**src/sv/sv3d_pkg.sv**
```systemverilog
package sv3d_pkg;

  localparam int MAG_W   = 14;
  localparam int DIG_W   = 4;
  localparam int STEP_W  = 3;

  localparam logic [MAG_W-1:0] MAG_LIMIT = MAG_W'(9999);
  localparam logic [MAG_W-1:0] K_1000    = MAG_W'(1000);
  localparam logic [MAG_W-1:0] K_100     = MAG_W'(100);
  localparam logic [MAG_W-1:0] K_10      = MAG_W'(10);
  localparam logic [DIG_W-1:0] BLANK_CODE = DIG_W'(10);

  // datapath operations
  localparam logic [1:0] OP_NOP  = 2'd0;
  localparam logic [1:0] OP_LOAD = 2'd1;
  localparam logic [1:0] OP_SUB  = 2'd2;
  localparam logic [1:0] OP_EMIT = 2'd3;

  // subtrahend / digit select
  localparam logic [1:0] SEL_1000 = 2'd0;
  localparam logic [1:0] SEL_100  = 2'd1;
  localparam logic [1:0] SEL_10   = 2'd2;

  // branch conditions
  localparam logic [1:0] COND_NEXT    = 2'd0;
  localparam logic [1:0] COND_JUMP    = 2'd1;
  localparam logic [1:0] COND_NOSTART = 2'd2;
  localparam logic [1:0] COND_GE      = 2'd3;

  localparam logic [STEP_W-1:0] STEP_IDLE = STEP_W'(0);

  typedef struct packed {
    logic signed [14:0] value;
    logic               is_tenths;
  } in_t;

  typedef struct packed {
    logic             minus_on;
    logic [DIG_W-1:0] hundreds_code;
    logic [DIG_W-1:0] tens_code;
    logic [DIG_W-1:0] ones_digit;
    logic             point_on;
    logic             degree_on;
    logic             celsius_on;
  } out_t;

  typedef struct packed {
    logic [1:0]        op;
    logic [1:0]        sel;
    logic [1:0]        cond;
    logic [STEP_W-1:0] target;
  } ctrl_t;

  typedef struct packed {
    logic ge;
  } stat_t;

  function automatic ctrl_t rom_word(input logic [STEP_W-1:0] step);
    ctrl_t w;
    unique case (step)
      3'd0:    w = '{op: OP_LOAD, sel: SEL_1000, cond: COND_NOSTART, target: 3'd0};
      3'd1:    w = '{op: OP_SUB,  sel: SEL_1000, cond: COND_GE,      target: 3'd1};
      3'd2:    w = '{op: OP_SUB,  sel: SEL_100,  cond: COND_GE,      target: 3'd2};
      3'd3:    w = '{op: OP_SUB,  sel: SEL_10,   cond: COND_GE,      target: 3'd3};
      3'd4:    w = '{op: OP_EMIT, sel: SEL_1000, cond: COND_JUMP,    target: STEP_IDLE};
      default: w = '{op: OP_NOP,  sel: SEL_1000, cond: COND_JUMP,    target: STEP_IDLE};
    endcase
    return w;
  endfunction

endpackage

```
**src/sv/signed_value_to_three_digit_display.sv**
```systemverilog
// Converts a signed value (optionally tenths) into three display digit codes with
// minus, point, degree and Celsius flags. A word is taken when start is high and
// busy is low; its result appears on out_data with out_valid high for exactly one
// cycle and cannot be held off. Digits come from repeated subtraction of 1000, 100
// and 10 by a small microcoded sequencer on the saturated magnitude; busy stays
// high until the strobe. Degree and Celsius flags hold across non-tenths words;
// the Fahrenheit unit bit is written by cfg_we.
module signed_value_to_three_digit_display (
  input  logic            clk,
  input  logic            rst_n,
  input  logic            start,
  output logic            busy,
  input  sv3d_pkg::in_t   in_data,
  output logic            out_valid,
  output sv3d_pkg::out_t  out_data,
  input  logic            cfg_we,
  input  logic            cfg_wdata
);
  import sv3d_pkg::*;

  ctrl_t ctrl;
  stat_t stat;
  logic  load_en;

  assign load_en = start && !busy && (ctrl.op == OP_LOAD);

  sv3d_seq u_seq (
    .clk   (clk),
    .rst_n (rst_n),
    .start (start),
    .stat  (stat),
    .ctrl  (ctrl),
    .busy  (busy)
  );

  sv3d_dp u_dp (
    .clk       (clk),
    .rst_n     (rst_n),
    .load_en   (load_en),
    .in_data   (in_data),
    .ctrl      (ctrl),
    .cfg_we    (cfg_we),
    .cfg_wdata (cfg_wdata),
    .stat      (stat),
    .out_valid (out_valid),
    .out_data  (out_data)
  );

endmodule

```
**src/sv/sv3d_seq.sv**
```systemverilog
module sv3d_seq (
  input  logic             clk,
  input  logic             rst_n,
  input  logic             start,
  input  sv3d_pkg::stat_t  stat,
  output sv3d_pkg::ctrl_t  ctrl,
  output logic             busy
);
  import sv3d_pkg::*;

  logic [STEP_W-1:0] pc_r;
  logic [STEP_W-1:0] pc_nxt;
  logic              taken;

  assign ctrl = rom_word(pc_r);
  assign busy = (pc_r != STEP_IDLE);

  always_comb begin
    unique case (ctrl.cond)
      COND_NEXT:    taken = 1'b0;
      COND_JUMP:    taken = 1'b1;
      COND_NOSTART: taken = !start;
      COND_GE:      taken = stat.ge;
      default:      taken = 1'b0;
    endcase
    pc_nxt = taken ? ctrl.target : pc_r + STEP_W'(1);
  end

  always_ff @(posedge clk) begin
    if (!rst_n) begin
      pc_r <= STEP_IDLE;
    end else begin
      pc_r <= pc_nxt;
    end
  end

endmodule

```
**src/sv/sv3d_dp.sv**
```systemverilog
module sv3d_dp (
  input  logic             clk,
  input  logic             rst_n,
  input  logic             load_en,
  input  sv3d_pkg::in_t    in_data,
  input  sv3d_pkg::ctrl_t  ctrl,
  input  logic             cfg_we,
  input  logic             cfg_wdata,
  output sv3d_pkg::stat_t  stat,
  output logic             out_valid,
  output sv3d_pkg::out_t   out_data
);
  import sv3d_pkg::*;

  logic             unit_r;
  logic             deg_r;
  logic             cel_r;
  logic             valid_r;
  logic [MAG_W-1:0] mag_r;
  logic             neg_r;
  logic             tenths_r;
  logic [DIG_W-1:0] d3_r;
  logic [DIG_W-1:0] d2_r;
  logic [DIG_W-1:0] d1_r;
  out_t             out_r;

  logic [14:0]      abs_v;
  logic [MAG_W-1:0] sat_v;
  logic [MAG_W-1:0] k_v;
  logic             big;
  logic [DIG_W-1:0] h_v;
  logic [DIG_W-1:0] t_v;
  logic [DIG_W-1:0] o_v;
  logic             pt_v;

  // magnitude with saturation
  always_comb begin
    abs_v = in_data.value[14] ? (15'd0 - $unsigned(in_data.value))
                              : $unsigned(in_data.value);
    sat_v = (abs_v > 15'(MAG_LIMIT)) ? MAG_LIMIT : abs_v[MAG_W-1:0];
  end

  always_comb begin
    case (ctrl.sel)
      SEL_1000: k_v = K_1000;
      SEL_100:  k_v = K_100;
      default:  k_v = K_10;
    endcase
    stat.ge = (mag_r >= k_v);
  end

  // large magnitudes drop the last digit
  always_comb begin
    big  = (d3_r != '0);
    h_v  = big ? d3_r : d2_r;
    t_v  = big ? d2_r : d1_r;
    o_v  = big ? d1_r : mag_r[DIG_W-1:0];
    pt_v = big ? 1'b0 : tenths_r;
  end

  always_ff @(posedge clk) begin
    if (!rst_n) begin
      unit_r  <= 1'b0;
      deg_r   <= 1'b0;
      cel_r   <= 1'b0;
      valid_r <= 1'b0;
    end else begin
      if (cfg_we) begin
        unit_r <= cfg_wdata;
      end
      if (load_en && in_data.is_tenths) begin
        deg_r <= 1'b1;
        cel_r <= !unit_r;
      end
      valid_r <= (ctrl.op == OP_EMIT);
    end
  end

  always_ff @(posedge clk) begin
    if (load_en) begin
      mag_r    <= sat_v;
      neg_r    <= in_data.value[14];
      tenths_r <= in_data.is_tenths;
      d3_r     <= '0;
      d2_r     <= '0;
      d1_r     <= '0;
    end else if (ctrl.op == OP_SUB && stat.ge) begin
      mag_r <= mag_r - k_v;
      case (ctrl.sel)
        SEL_1000: d3_r <= d3_r + DIG_W'(1);
        SEL_100:  d2_r <= d2_r + DIG_W'(1);
        default:  d1_r <= d1_r + DIG_W'(1);
      endcase
    end
    if (ctrl.op == OP_EMIT) begin
      out_r.minus_on      <= neg_r;
      out_r.hundreds_code <= (h_v != '0) ? h_v : BLANK_CODE;
      out_r.tens_code     <= (t_v != '0 || h_v != '0 || pt_v) ? t_v : BLANK_CODE;
      out_r.ones_digit    <= o_v;
      out_r.point_on      <= pt_v;
      out_r.degree_on     <= deg_r;
      out_r.celsius_on    <= cel_r;
    end
  end

  assign out_valid = valid_r;
  assign out_data  = out_r;

endmodule
```
**config.mk**
```make
export PLATFORM = sky130hd
export DESIGN_NAME = signed_value_to_three_digit_display
export DESIGN_NICKNAME = d
export VERILOG_FILES = /design/src/sv/sv3d_pkg.sv /design/src/sv/signed_value_to_three_digit_display.sv /design/src/sv/sv3d_seq.sv /design/src/sv/sv3d_dp.sv
export SDC_FILE = /design/constraint.sdc
export NUM_CORES = 1
export LEC_CHECK = 0
export BUFFER_PORTS_ARGS = -buffer_cell sky130_fd_sc_hd__clkbuf_2
export CELL_PAD_IN_SITES_DETAIL_PLACEMENT = 0
export CELL_PAD_IN_SITES_GLOBAL_PLACEMENT = 1
export CORE_UTILIZATION = 46
export DETAILED_ROUTE_END_ITERATION = 12
export PLACE_DENSITY = 0.9
export SLEW_MARGIN = 40
export SYNTH_ARGS = -nofsm -noshare
export SYNTH_HDL_FRONTEND = slang
export SYNTH_SLANG_ARGS = --single-unit
```
**constraint.sdc**
```tcl
create_clock -name clk -period 4.4 [get_ports clk]
set_clock_uncertainty 0.05 [all_clocks]
set_input_delay 0.88 -clock clk [delete_from_list [all_inputs] [get_ports clk]]
set_output_delay 0.88 -clock clk [all_outputs]
set_load 0.01 [all_outputs]
```
# [Word-level counts from Yosys, hierarchy flattened]
# Cells that the tools add are included.
# Widths: inputs -> output; s select.
[word_totals] memories=0 wordCells=71 regBits=51 mem_bits_rw=0 rom_bits=0 latchBits=0
[op_classes] div_mod_pow=0 addsub=6 n_reduce_logical=21 n_eq_ne=11 magnitude_cmp=2 bitwise=1 shift=0 mul=0 n_mux=12
[op_table] cell="$pmux 9 s5" count=1
[op_table] cell="$mux 14" count=3
[op_table] cell="$pmux 10 s2" count=1
[op_table] cell="$gt 15x14->1 const B" count=1
[op_table] cell="$mux 15" count=1
[op_table] cell="$sub 1x15->15 const A" count=1
[op_table] cell="$ge 14x10->1" count=1
[op_table] cell="$sub 14x10->14" count=1
[op_table] cell="$add 4x1->4 const B" count=3
[op_table] cell="$mux 4" count=3
[op_table] cell="$reduce_bool 4->1" count=3
[op_table] cell="$eq 2x2->1 const B" count=4
[op_table] cell="$eq 2x1->1 const B" count=3
[op_table] cell="$eq 3x2->1 const B" count=2
[op_table] cell="$reduce_and 2->1" count=3
[op_table] cell="$logic_and 1x1->1" count=4
[op_table] cell="$logic_not 2->1" count=2
[op_table] cell="$pmux 1 s4" count=1
[op_table] cell="$add 3x1->3 const B" count=1
[op_table] cell="$eq 3x1->1 const B" count=1
[op_table] cell="$eq 3x3->1 const B" count=1
[op_table] cell="$logic_not 1->1" count=3
[op_table] cell="$logic_not 3->1" count=1
[op_table] cell="$mux 3" count=1
[op_table] cell="other kinds (6)" count=7

# [Longest topological paths before layout]
[logic_depth] ltp_word=8 ltp_mapped=14 depth_no_buf=14

# [Modules after synthesis]
# A second synthesis with hierarchy kept.
[unflattened] cells_unflattened=331 hier_area_um2=3334.4
[by_module_without_submodules] mod="sv3d_dp" n_inst=1 area_per_inst_um2=3020.4 cells_per_inst=298
[by_module_without_submodules] mod="sv3d_seq" n_inst=1 area_per_inst_um2=301.5 cells_per_inst=32
[by_module_without_submodules] mod="signed_value_to_three_digit_display" n_inst=1 area_per_inst_um2=12.5 cells_per_inst=1

# [Least setup slack after synthesis]
# No wires, ideal clock.
[synth_path] kind="register to register" startpoint="reg u_seq.pc_r[1]" endpoint="reg u_dp.mag_r[11] (data pin)" t_arrival_ps=3054 setup_ps=271 synth_period_minus_slack_ps=3375 setup_slack_ps=1025 path_stages_with_launch=14 required_time_ps=4079 path_cell_list="dfxtp_1 > ha_1 > ha_1 > inv_1 > nor2_1 > ha_1 > inv_1 > fa_1 > a211o_1 > a2111oi_0 > o21bai_1 > a211oi_1 > xnor2_1 > o22ai_1"
[synth_via] elab_chain_len=7 elab_cells_between_ends=17 cone_classes="add/sub: 1; eq/ne: 6; mux: 4; reduce/logical: 6"
[synth_lines] element="start: declaration" line_no="sv3d_seq.sv:11" text="logic [STEP_W-1:0] pc_r;"
[synth_lines] element="start signal: assignment" line_no="sv3d_seq.sv:33" text="pc_r <= pc_nxt;"
[synth_lines] element="$eq 3x3->1 (tied with other cells)" line_no="sv3d_pkg.sv:60" text="unique case (step)"
[synth_lines] element="$pmux 9 s5" line_no="sv3d_pkg.sv:60"
[synth_lines] element="$eq 2x1->1 or $logic_not 2->1 (tied branches)" line_no="sv3d_dp.sv:44" text="case (ctrl.sel)"
[synth_lines] element="$pmux 10 s2" line_no="sv3d_dp.sv:44"
[synth_lines] element="$sub 14x10->14" line_no="sv3d_dp.sv:88" text="mag_r <= mag_r - k_v;"
[synth_lines] element="$mux 14" line_no="sv3d_dp.sv:87" text="end else if (ctrl.op == OP_SUB && stat.ge) begin"
[synth_lines] element="$mux 14 (*)" line_no="sv3d_dp.sv:80" text="if (load_en) begin"
[synth_lines] element="end signal: assignment" line_no="sv3d_dp.sv:81" text="mag_r <= sat_v;"
[synth_lines] element="end signal: assignment" line_no="sv3d_dp.sv:88"
[synth_lines] element="end: declaration" line_no="sv3d_dp.sv:19" text="logic [MAG_W-1:0] mag_r;"
# Every way passes the cells marked *; elsewhere a longest branch is shown, timed or not. The select of a mux whose other input is x is not followed.
# A chain may end at the register's enable or synchronous reset.

# [Worst setup path in the final report]
# Same ends and word-level chain as after synthesis.

==> summary.txt <==
Yosys
  • Synth cell types: 58
  • Synth Flop Type: edfxtp_1
  • Async S/R FF share, synth: 0%
  • Sequential area share after synthesis: 41.66%
  • Count leader, synth: edfxtp_1
  • Synth Cell Area: 3219 sq um
  • Cell taking the most area after synthesis: edfxtp_1
  • Post-Synthesis Cells: 323
  • Commonest cells post-synth: edfxtp_1 (32), nand2_1 (23), o21ai_0 (23)
  • Yosys warning total: 0
  • Syn Area/Cell: 9.967 sq um
  • Top cells by area, synth: edfxtp_1 (30%), dfxtp_1 (12%), ha_1 (7.0%), o21ai_0 (3.6%), xnor2_1 (3.3%)
  • FF+latch count, synth: 51
  • Post-synth EDFFs: 32
  • Top cell type's share of synthesized area: 29.85%
  • Mapped Nets: 363

Run status
  • Status: completed

GRT
  • Largest net degree at the start of global routing: 22
  • Gr usage total: 18.85%
  • Global-route wire length before repair: 10870 um
  • Vias in the first global route: 2360
  • Gr ovfl total: 0
  • Initial antenna violation count: 0

Die
  • Die H: 85.66 um
  • Initial Util: 47.38%
  • Full die area: 7337 sq um
  • CORE AREA: 6794 sq um
  • Row Count: 30
  • Die extent in x: 85.66 um
  • Top Ports: 39

Placement
  • Dpl cell area: 3537 sq um
  • Port Buffers: 38
  • Post-DP HPWL: 4898 um
  • DP Worst Slack: 0.6123 ns
  • Final GP Congestion: 0.8410

Worst setup path
  • CP Data Arrival Time: 3.82 ns
  • Critical path launch point type: flip-flop
  • CP endpoint kind: flip-flop
  • Crit Path Class: flip-flop to flip-flop
  • CP required: 4.41 ns
  • CP max FO: 8

Detailed routing
  • Detail Route Antenna Nets: 0
  • DRC viols: 0
  • DRT iter0 DRCs: 139
  • Detailed-route vias per instance: 5.508
  • Total length of routed wires: 6424 um
  • Drt first pass iters: 4
  • Routed len/inst: 13.93 um
  • Vias: 2539

Pwr
  • Seq pwr share: 38.8%
  • Sw Share: 38.85%
  • Internal power: 1329 uW
  • Clock power frac: 12.3%
  • VDD IR-drop max: 0.2026 mV
  • LEAKAGE: 0.001412 uW
  • Combinational power share: 48.9%
  • Power per cell area: 599.6 nW/um^2
  • Switching Power: 844.8 uW

STA
  • Slew HR: 57.27%
  • Slew @ Worst Pin: 0.6361 ns
  • Setup Total Neg Slack: 0 ns
  • RSZ-0062 raised after global routing: no
  • Hold Slack: 0.3853 ns
  • Achievable frequency: 0.2626 GHz
  • Final worst path period share: 86.54%
  • Crit path time final: 3.808 ns
  • Final Hold Fails: 0
  • Max Slew Vio Count: 0
  • Setup violators final: 0
  • Setup ws final: 0.5922 ns

CTS
  • CTS max path bufs: 2
  • Setup bufs post-CTS: 0
  • H-tree depth: 2
  • Clk sinks: 51
  • Hold Buf Count CTS: 0
  • Worst skew pair latency: 0.31 ns
  • Clock Tree Root: clkbuf_8
  • CTS tree: built
  • Num CTS Buffers: 5
  • Clock-pin slew on the worst setup and hold paths: 0.10 ns
  • Cts repair resizes: 0

Layout
  • Share of layout cells above drive strength 1: 19.45%
  • Post-Layout Inst Area: 3626 sq um
  • Final-stage net count: 404
  • Final Core Density: 53.37%
  • N_diodes: 0
  • Layout Area Growth over Synthesis: 12.63%

Hold path
  • Hold Crit Class: flip-flop to flip-flop

Job
  • Max-cap violations: 0
registers in the layout (all words and copies together) (netlist names), 3 cells and up:
register       cells
u_dp.d1_r          4
u_dp.d2_r          4
u_dp.d3_r          4
u_dp.mag_r        14
u_dp.out_data     16
u_seq.pc_r         3
cells by family (layout without fill, tap and decap cells):
logic type | count (synthesis) | after routing | share of synthesized area (%)
adders and majority gates | 19 | 19 | 7.618
DFF | 51 | 51 | 41.66
buffers and inverters | 27 | 69 | 3.265
and+or+nand+nor | 96 | 96 | 15.78
xor gates and xnor gates | 22 | 22 | 5.985
AOI/OAI and AO/OA | 91 | 91 | 20.09
muxes | 17 | 17 | 5.597
area by class of cell:
class / count / area, sq um
Fill cell: 621 / 3168
Multi-Input combinational cell: 245 / 1784
Sequential cell: 51 / 1341
Timing Repair Buffer: 42 / 220.2
Tap cell: 96 / 120.1
Inverter: 19 / 71.32
Clock buffer: 5 / 68.82
Clock inverter: 3 / 20.02
path summary, 6_finish.rpt:
kind / slack, ns / start / end / cells past startpoint
max: 0.59 / u_seq.pc_r[1]$_SDFF_PN0_ / u_dp.mag_r[11]$_DFFE_PP_ / 13
min: 0.39 / u_dp.neg_r$_DFFE_PP_ / u_dp.out_data[15]$_DFFE_PP_ / 0
max reg2reg: 0.59 / u_seq.pc_r[1]$_SDFF_PN0_ / u_dp.mag_r[11]$_DFFE_PP_ / 13
min reg2reg: 0.39 / u_dp.neg_r$_DFFE_PP_ / u_dp.out_data[15]$_DFFE_PP_ / 0
placed cells by master (no fill, tap or decap), types with 10 or more instances in the layout:
master / instances
xor2_1: 10
nor2_1: 18
xnor2_1: 12
inv_1: 19
clkbuf_2: 38
nand2_1: 23
edfxtp_1: 32
ha_1: 18
dfxtp_1: 19
o21ai_0: 23
a21oi_1: 16
layer usage:
layer  wire [um]  GRT usage (%)
met1        3113          24.79
met2        3018          32.00
met3         229          3.465
met4          63          5.000
met5           0              0
critical path, cell delays in order (launching register included):
cell and delay, ns:
dfxtp_1 0.39, ha_1 0.25, ha_1 0.31, inv_1 0.08
nor2_1 0.27, ha_1 0.24, inv_1 0.06, fa_1 0.40
a211o_1 0.32, a2111oi_0 0.45, o21bai_1 0.19, a211oi_1 0.31
xnor2_1 0.15, o22ai_1 0.09
metrics by stage:
step | power (uW) | cells
after floorplan | 1626 | 323
after global placement | 1896 | 453
after detailed placement | 1914 | 453
after CTS | 2185 | 461
after global routing | 2345 | 461
final | 2174 | 461
power by group through the flow:
| stage | combinational [uW] | sequential, uW | clock, uW |
|---|---|---|---|
| finish | 1060 | 843 | 268 |
| global route | 1190 | 863 | 295 |
| CTS | 1070 | 845 | 274 |
| detailed placement | 1060 | 855 | 0 |
| global placement | 1050 | 851 | 0 |
| floorplan | 751 | 875 | 0 |
(Power assumes the default switching activity.)
